--- config.mk ---
export PLATFORM = sky130hd
export DESIGN_NAME = acl_ctrl
export DESIGN_NICKNAME = d
export VERILOG_FILES = /design/src/rtl/acl_pkg.sv /design/src/rtl/acl_ctrl.sv
export SDC_FILE = /design/constraint.sdc
export NUM_CORES = 1
export LEC_CHECK = 0
export BUFFER_PORTS_ARGS = -buffer_cell sky130_fd_sc_hd__buf_2
export CAP_MARGIN = 20
export CORE_AREA = 2 2 39 41
export DETAILED_ROUTE_END_ITERATION = 7
export DIE_AREA = 0 0 41 43
export HOLD_SLACK_MARGIN = 0.08
export MAX_ROUTING_LAYER = met4
export PLACE_DENSITY = 0.5
export SYNTH_ARGS = -nofsm -noshare
export SYNTH_HDL_FRONTEND = slang
export SYNTH_SLANG_ARGS = --single-unit
--- constraint.sdc ---
create_clock -name clk -period 1.2 [get_ports clk]
set_input_delay 0.12 -clock clk [delete_from_list [all_inputs] [get_ports clk]]
set_output_delay 0.12 -clock clk [all_outputs]
set_load 0.01 [all_outputs]
--- src/rtl/acl_pkg.sv ---
// ----------------------------------------------------------------------------
// ACL classifier package
// Shared constants, result codes and record types of the five-tuple classifier.
// ----------------------------------------------------------------------------
package acl_pkg;

	localparam int RULE_DEPTH_DEF = 64;
	localparam int LIST_COUNT     = 8;

	localparam int LIST_W  = 3;
	localparam int ADDR_W  = 32;
	localparam int PROTO_W = 8;
	localparam int PORT_W  = 16;
	localparam int WILD_W  = 5;
	localparam int PRIO_W  = 8;
	localparam int ACT_W   = 8;
	localparam int STAT_W  = 3;
	localparam int IDX_W   = 6;
	localparam int MASK_W  = 8;

	localparam logic OP_ADD   = 1'b0;
	localparam logic OP_CHECK = 1'b1;

	localparam logic [STAT_W-1:0] ST_ADDED    = 3'd0;
	localparam logic [STAT_W-1:0] ST_NO_LIST  = 3'd1;
	localparam logic [STAT_W-1:0] ST_FULL     = 3'd2;
	localparam logic [STAT_W-1:0] ST_MATCH    = 3'd3;
	localparam logic [STAT_W-1:0] ST_NO_MATCH = 3'd4;

	localparam int WB_SADDR = 0;
	localparam int WB_DADDR = 1;
	localparam int WB_PROTO = 2;
	localparam int WB_SPORT = 3;
	localparam int WB_DPORT = 4;

	typedef struct packed {
		logic [LIST_W-1:0]  list_id;
		logic [ADDR_W-1:0]  source_address;
		logic [ADDR_W-1:0]  dest_address;
		logic [PROTO_W-1:0] proto_number;
		logic [PORT_W-1:0]  source_port_num;
		logic [PORT_W-1:0]  dest_port_num;
		logic [WILD_W-1:0]  wildcard_bits;
		logic [PRIO_W-1:0]  rule_priority;
		logic [ACT_W-1:0]   rule_action;
	} rule_t;

	typedef struct packed {
		logic  opcode;
		rule_t rule;
	} item_t;

	typedef struct packed {
		logic [STAT_W-1:0] status;
		logic [ACT_W-1:0]  match_action;
		logic [PRIO_W-1:0] match_priority;
		logic [IDX_W-1:0]  match_index;
	} result_t;

	typedef struct packed {
		logic load;
		logic start_scan;
		logic issue;
		logic capture;
		logic finish;
	} cmd_t;

	typedef struct packed {
		logic is_check;
		logic list_on;
		logic scan_end;
		logic hit;
		logic out_free;
	} stat_t;

endpackage

--- src/rtl/acl_ctrl.sv ---
// ----------------------------------------------------------------------------
// ACL classifier controller
// Sequences decode, table scan, result capture and response transfer.
// ----------------------------------------------------------------------------
module acl_ctrl (
	input  logic           clk,
	input  logic           arst_n,
	input  logic           req_valid,
	output logic           req_ready,
	input  acl_pkg::stat_t stat,
	output acl_pkg::cmd_t  cmd
);

	typedef enum logic [3:0] {
		S_IDLE   = 4'b0001,
		S_DECODE = 4'b0010,
		S_SCAN   = 4'b0100,
		S_FINISH = 4'b1000
	} state_t;

	state_t state_q;
	state_t state_d;

	always_comb begin
		state_d   = state_q;
		cmd       = '0;
		req_ready = 1'b0;
		case (state_q)
			S_IDLE: begin
				req_ready = 1'b1;
				if (req_valid) begin
					cmd.load = 1'b1;
					state_d  = S_DECODE;
				end
			end
			S_DECODE: begin
				if (stat.is_check && stat.list_on) begin
					cmd.start_scan = 1'b1;
					state_d        = S_SCAN;
				end else begin
					cmd.capture = 1'b1;
					state_d     = S_FINISH;
				end
			end
			S_SCAN: begin
				if (stat.hit || stat.scan_end) begin
					cmd.capture = 1'b1;
					state_d     = S_FINISH;
				end else begin
					cmd.issue = 1'b1;
				end
			end
			S_FINISH: begin
				if (stat.out_free) begin
					cmd.finish = 1'b1;
					state_d    = S_IDLE;
				end
			end
			default: begin
				state_d = S_IDLE;
			end
		endcase
	end

	always_ff @(posedge clk or negedge arst_n) begin
		if (!arst_n) begin
			state_q <= S_IDLE;
		end else begin
			state_q <= state_d;
		end
	end

endmodule

; ---- Word level (Yosys, flattened, before mapping)
; Cells that the tools add are included.
[op_classes]
bitwise = 0
div_mod_pow = 0
n_eq_ne = 7
mul = 0
n_reduce_logical = 3
n_shift = 0
mux = 17
order_cmp = 0
addsub = 0
[ops]
columns = cell, count
row1 = $mux W4, 4
row2 = $pmux W4 S4, 1
row3 = $mux W1, 11
row4 = $ne A2 B2 Y1 const B, 3
row5 = $eq A4 B1 Y1 const B, 1
row6 = $eq A4 B2 Y1 const B, 1
row7 = $eq A4 B3 Y1 const B, 1
row8 = $eq A4 B4 Y1 const B, 1
row9 = $reduce_and A3 Y1, 1
row10 = $pmux W1 S2, 1
row11 = $logic_and A1 B1 Y1, 1
row12 = $logic_or A1 B1 Y1, 1
[word_totals]
inputBits = 8
n_memories = 0
ramBits = 0
ff_bits = 4
mem_bits_ro = 0
word_cells = 28
latch_bits = 0
out_inout_bits = 6

; ---- Depth between registers and ports, before layout
[depth]
ltp_word = 3
depth_mapped = 4
depth_no_buf = 3

; ---- Least setup slack after synthesis
; OpenSTA, ideal clock, no wires.
[synth_path]
path_type = reg-to-reg
startpoint = reg state_q[1]
endpoint = reg state_q[0]
arrival_time_ns = 1.083
n_path_buf = 1
path_slack_ns = 0.030
setup_time_ns = 0.087
synth_period_minus_slack_ns = 1.170
required_time_ns = 1.113
path_stages_with_launch = 5
cell_sequence = dfrtp_1 -> buf_6 -> nor4b_4 -> and2_4 -> a31oi_2
[synth_between]
elab_chain_len = 3
word_cells_on_any_way = 9
cone_classes = eq/ne: 7 / mux: 1 / reduce/logical: 1
[synth_lines]
columns = element, line
row1 = from (decl), acl_ctrl.sv:21  ; state_t state_q;
row2 = from (signal assigned), acl_ctrl.sv:69  ; state_q <= state_d;
row3 = "$eq A4 B3 Y1, or another cell as far along", acl_ctrl.sv:28  ; case (state_q)
row4 = $ne A2 B2 Y1 (no line), -
row5 = $reduce_and A3 Y1 (no line), -
; Parallel ways exist; a longest one is shown, timed or not.
; A chain may end at the register's enable or synchronous reset.

==> qor.txt <==
Distinct cells, synth - 23
# setup viols final - 7
Rows - 14
Layout area overhead - 69.20%
I/O pin total - 14
Bufs on Longest Clock Path - 2
max incr delay on CP - 0.42 ns
WHS - 0.08972 ns
Clock Latency Late Sink - 0.25 ns
number of max-cap violations - 0
dpl ws - -0.01182 ns
Largest Register - state_q
Vias/cell - 4.600
achievable frequency - 0.7169 GHz
Final Max Tran Viols - 0
status - finished, violations left
Worst path top cell family by delay - simple AND/OR/NAND/NOR gates
Slew @ Worst Pin - 0.2303 ns
first-pass GRT wire length - 1345 µm
slowest CP cell - dfrtp_1
largest net degree at the start of global routing - 9
final worst-path cycle share - 116.2%
CP startpoint - state_q[3]$_DFFE_PN0P_
dominant cells by area after synthesis - dfrtp_1, buf_6, dfstp_2
Largest register FFs - 4
reg2reg end - state_q[0]$_DFFE_PN1P_
Sequential cell area - 103.9 µm²
Max-slew headroom - 84.51%
Initial Utilization - 23.78%
post-route ant nets - 0
dpl cell area - 402.9 µm²
Post-Syn Nets - 43
initial DRC count - 2
commonest non-fill, non-tap cells in the layout - buf_2, buf_4, buf_6, nor2_1, clkbuf_4
Tightest Hold Check Type - in2reg
WP buf/inv - 1
met1 GRT Util - 12.38%
RSZ-0062 raised after global routing - true
final std cells w/o fill - 75
input/output buffers - 13
Hold Path End - state_q[3]$_DFFE_PN0P_
diode count - 0
fin util - 40.24%
crit path DAT - 1.27 ns
H-tree Lvls - 1
final instance area - 556.8 µm²
Mapped Area - 329.1 µm²
crit-path cells - nor4b_4, and2_4, buf_6
Core ar. - 0.001384 mm²
Req. time, crit path - 1.08 ns
DRC - 0
vias in the first global route - 344
Hold Vio Cnt, Final - 0
failing checks - negative setup slack
Mapped Avg Cell Area - 9.402 µm²
Final Skew - 0.004924 ns
placed cell count - 64
GPL Wtd Cong - 0.7590
clock edge transition at the registers on the reported setup and hold paths - 0.04 ns
LEAKAGE - 0.2571 nW
synthesis-stage register bit count - 4
commonest non-fill, non-tap cell in the layout - buf_2
hold_sp - stat[0]
# fillers - 133
cts bufs inserted - 3
total number of vias - 345
worst-path maximum fanout - 3
antenna violations before repair - 0
grt total ovfl - 0
Die X - 41 µm
CTS tree - yes
worst vdd ir - 0.4583 mV
CTS root buf - clkbuf_4
WHS Path Cells - 2
kind of critical path - reg2out
die height - 43 µm
Synth warnings - 0
Power Density - 1845 mW/mm²
clock sinks - 4
biggest regs - state_q x4
Worst Setup Start Kind - flop
share of layout cells above drive strength 1 - 69.49%
GRT met3 Usage - 3.141%
Reg2Reg Depth - 5
Reg2Reg Setup Slack - -0.13 ns
Tmin final - 1.395 ns
area leader, netlist - dfrtp_1
first drt pass iteration count - 2
Avg WL per Cell - 11.81 µm
multi-input logic area - 225.2 µm²
sequential fraction of the synthesis area - 30.80%
GRT Util Overall - 11.98%
Most Crowded Layer GR - met2
die footprint - 0.001763 mm²
synthesized netlist cell count - 35
met2 usage - 17.81%
share of the synthesized area in the top cell type - 22.81%
Post-Route WL - 886 µm
Critical Path Sink Type - output pin
post-route setup slack - -0.1948 ns
RR Startpoint - state_q[2]$_DFFE_PN0P_
Nets - 68
worst register-to-register path, cell delays in order, from the launching register on:
cell     delay [ns]
dfrtp_2        0.47
buf_4          0.17
buf_6          0.11
nor2b_4        0.11
a211o_1        0.24
a31oi_2        0.16
area by class of cell:
type | instances | share of cell area (%)
Multi-Input combinational cell | 25 | 40.45
Timing Repair Buffer | 24 | 30.79
Sequential cell | 4 | 18.65
Clock buffer | 4 | 4.719
Tap cell | 16 | 3.596
Inverter | 2 | 1.798
kinds of logic (layout without fill, tap and decap cells):
family	count (synthesis)	count (layout)	synth area share [%]
AOI/OAI and AO/OA	7	7	16.73
buffers and inverters	6	30	14.83
DFF	4	4	30.80
and+or+nand+nor	18	18	37.64
metal layers:
layer,vias up,wire [µm]
met5,-,0
met1,164,367
met3,2,22
met2,7,477
li1,172,-
met4,0,18
report_power, final:
group          switching (mW)  leakage (nW)  total [mW]  internal [mW]
clock                  0.0677        0.0150       0.193          0.126
combinational           0.265         0.194       0.600          0.335
sequential             0.0488        0.0481       0.234          0.185
cells in the mapped netlist:
cell       count
a31oi_1        1
nor3_1         2
nor2b_2        1
buf_6          3
nor4b_1        1
nor2b_4        1
dfrtp_1        3
and2_1         1
nand2_1        3
dfstp_2        1
o32ai_1        1
a211o_1        1
nor4_1         2
nor2_1         4
nor4b_4        1
a31oi_2        1
and2_4         1
a2bb2oi_1      1
o21ai_1        1
o21ai_0        1
inv_1          2
buf_4          1
nand3_1        1
per-stage QoR:
stage	setup TNS [ns]	total power, mW
finish	-1.065	1.028
global route	-1.552	1.085
CTS	-0.9228	0.9553
detailed placement	-0.01182	0.6452
global placement	-0.09929	0.6542
floorplan	0	0.5267
how the worst max path moves through the flow:
stage / to / slack [ns] / cells past startpoint
after floorplan: state_q[0]$_DFFE_PN1P_ / 0.03 / 4
after global placement: state_q[2]$_DFFE_PN0P_ / -0.07 / 3
after detailed placement: cmd[4] / -0.01 / 3
after CTS: cmd[4] / -0.20 / 3
after global routing: cmd[4] / -0.27 / 3
final: cmd[4] / -0.19 / 3
what timing repair did:
| item | 4_1_cts | 5_1_grt |
|---|---|---|
| setup endpoints to repair | 6 | 8 |
| hold buffers | 1 | 0 |
| pin swaps | 8 | 3 |
| resized for setup | 10 | 7 |
| buffers inserted | 5 | 1 |
| endpoints found under the hold margin | 4 | 0 |
Note: power is estimated with default switching activity, not from simulation.
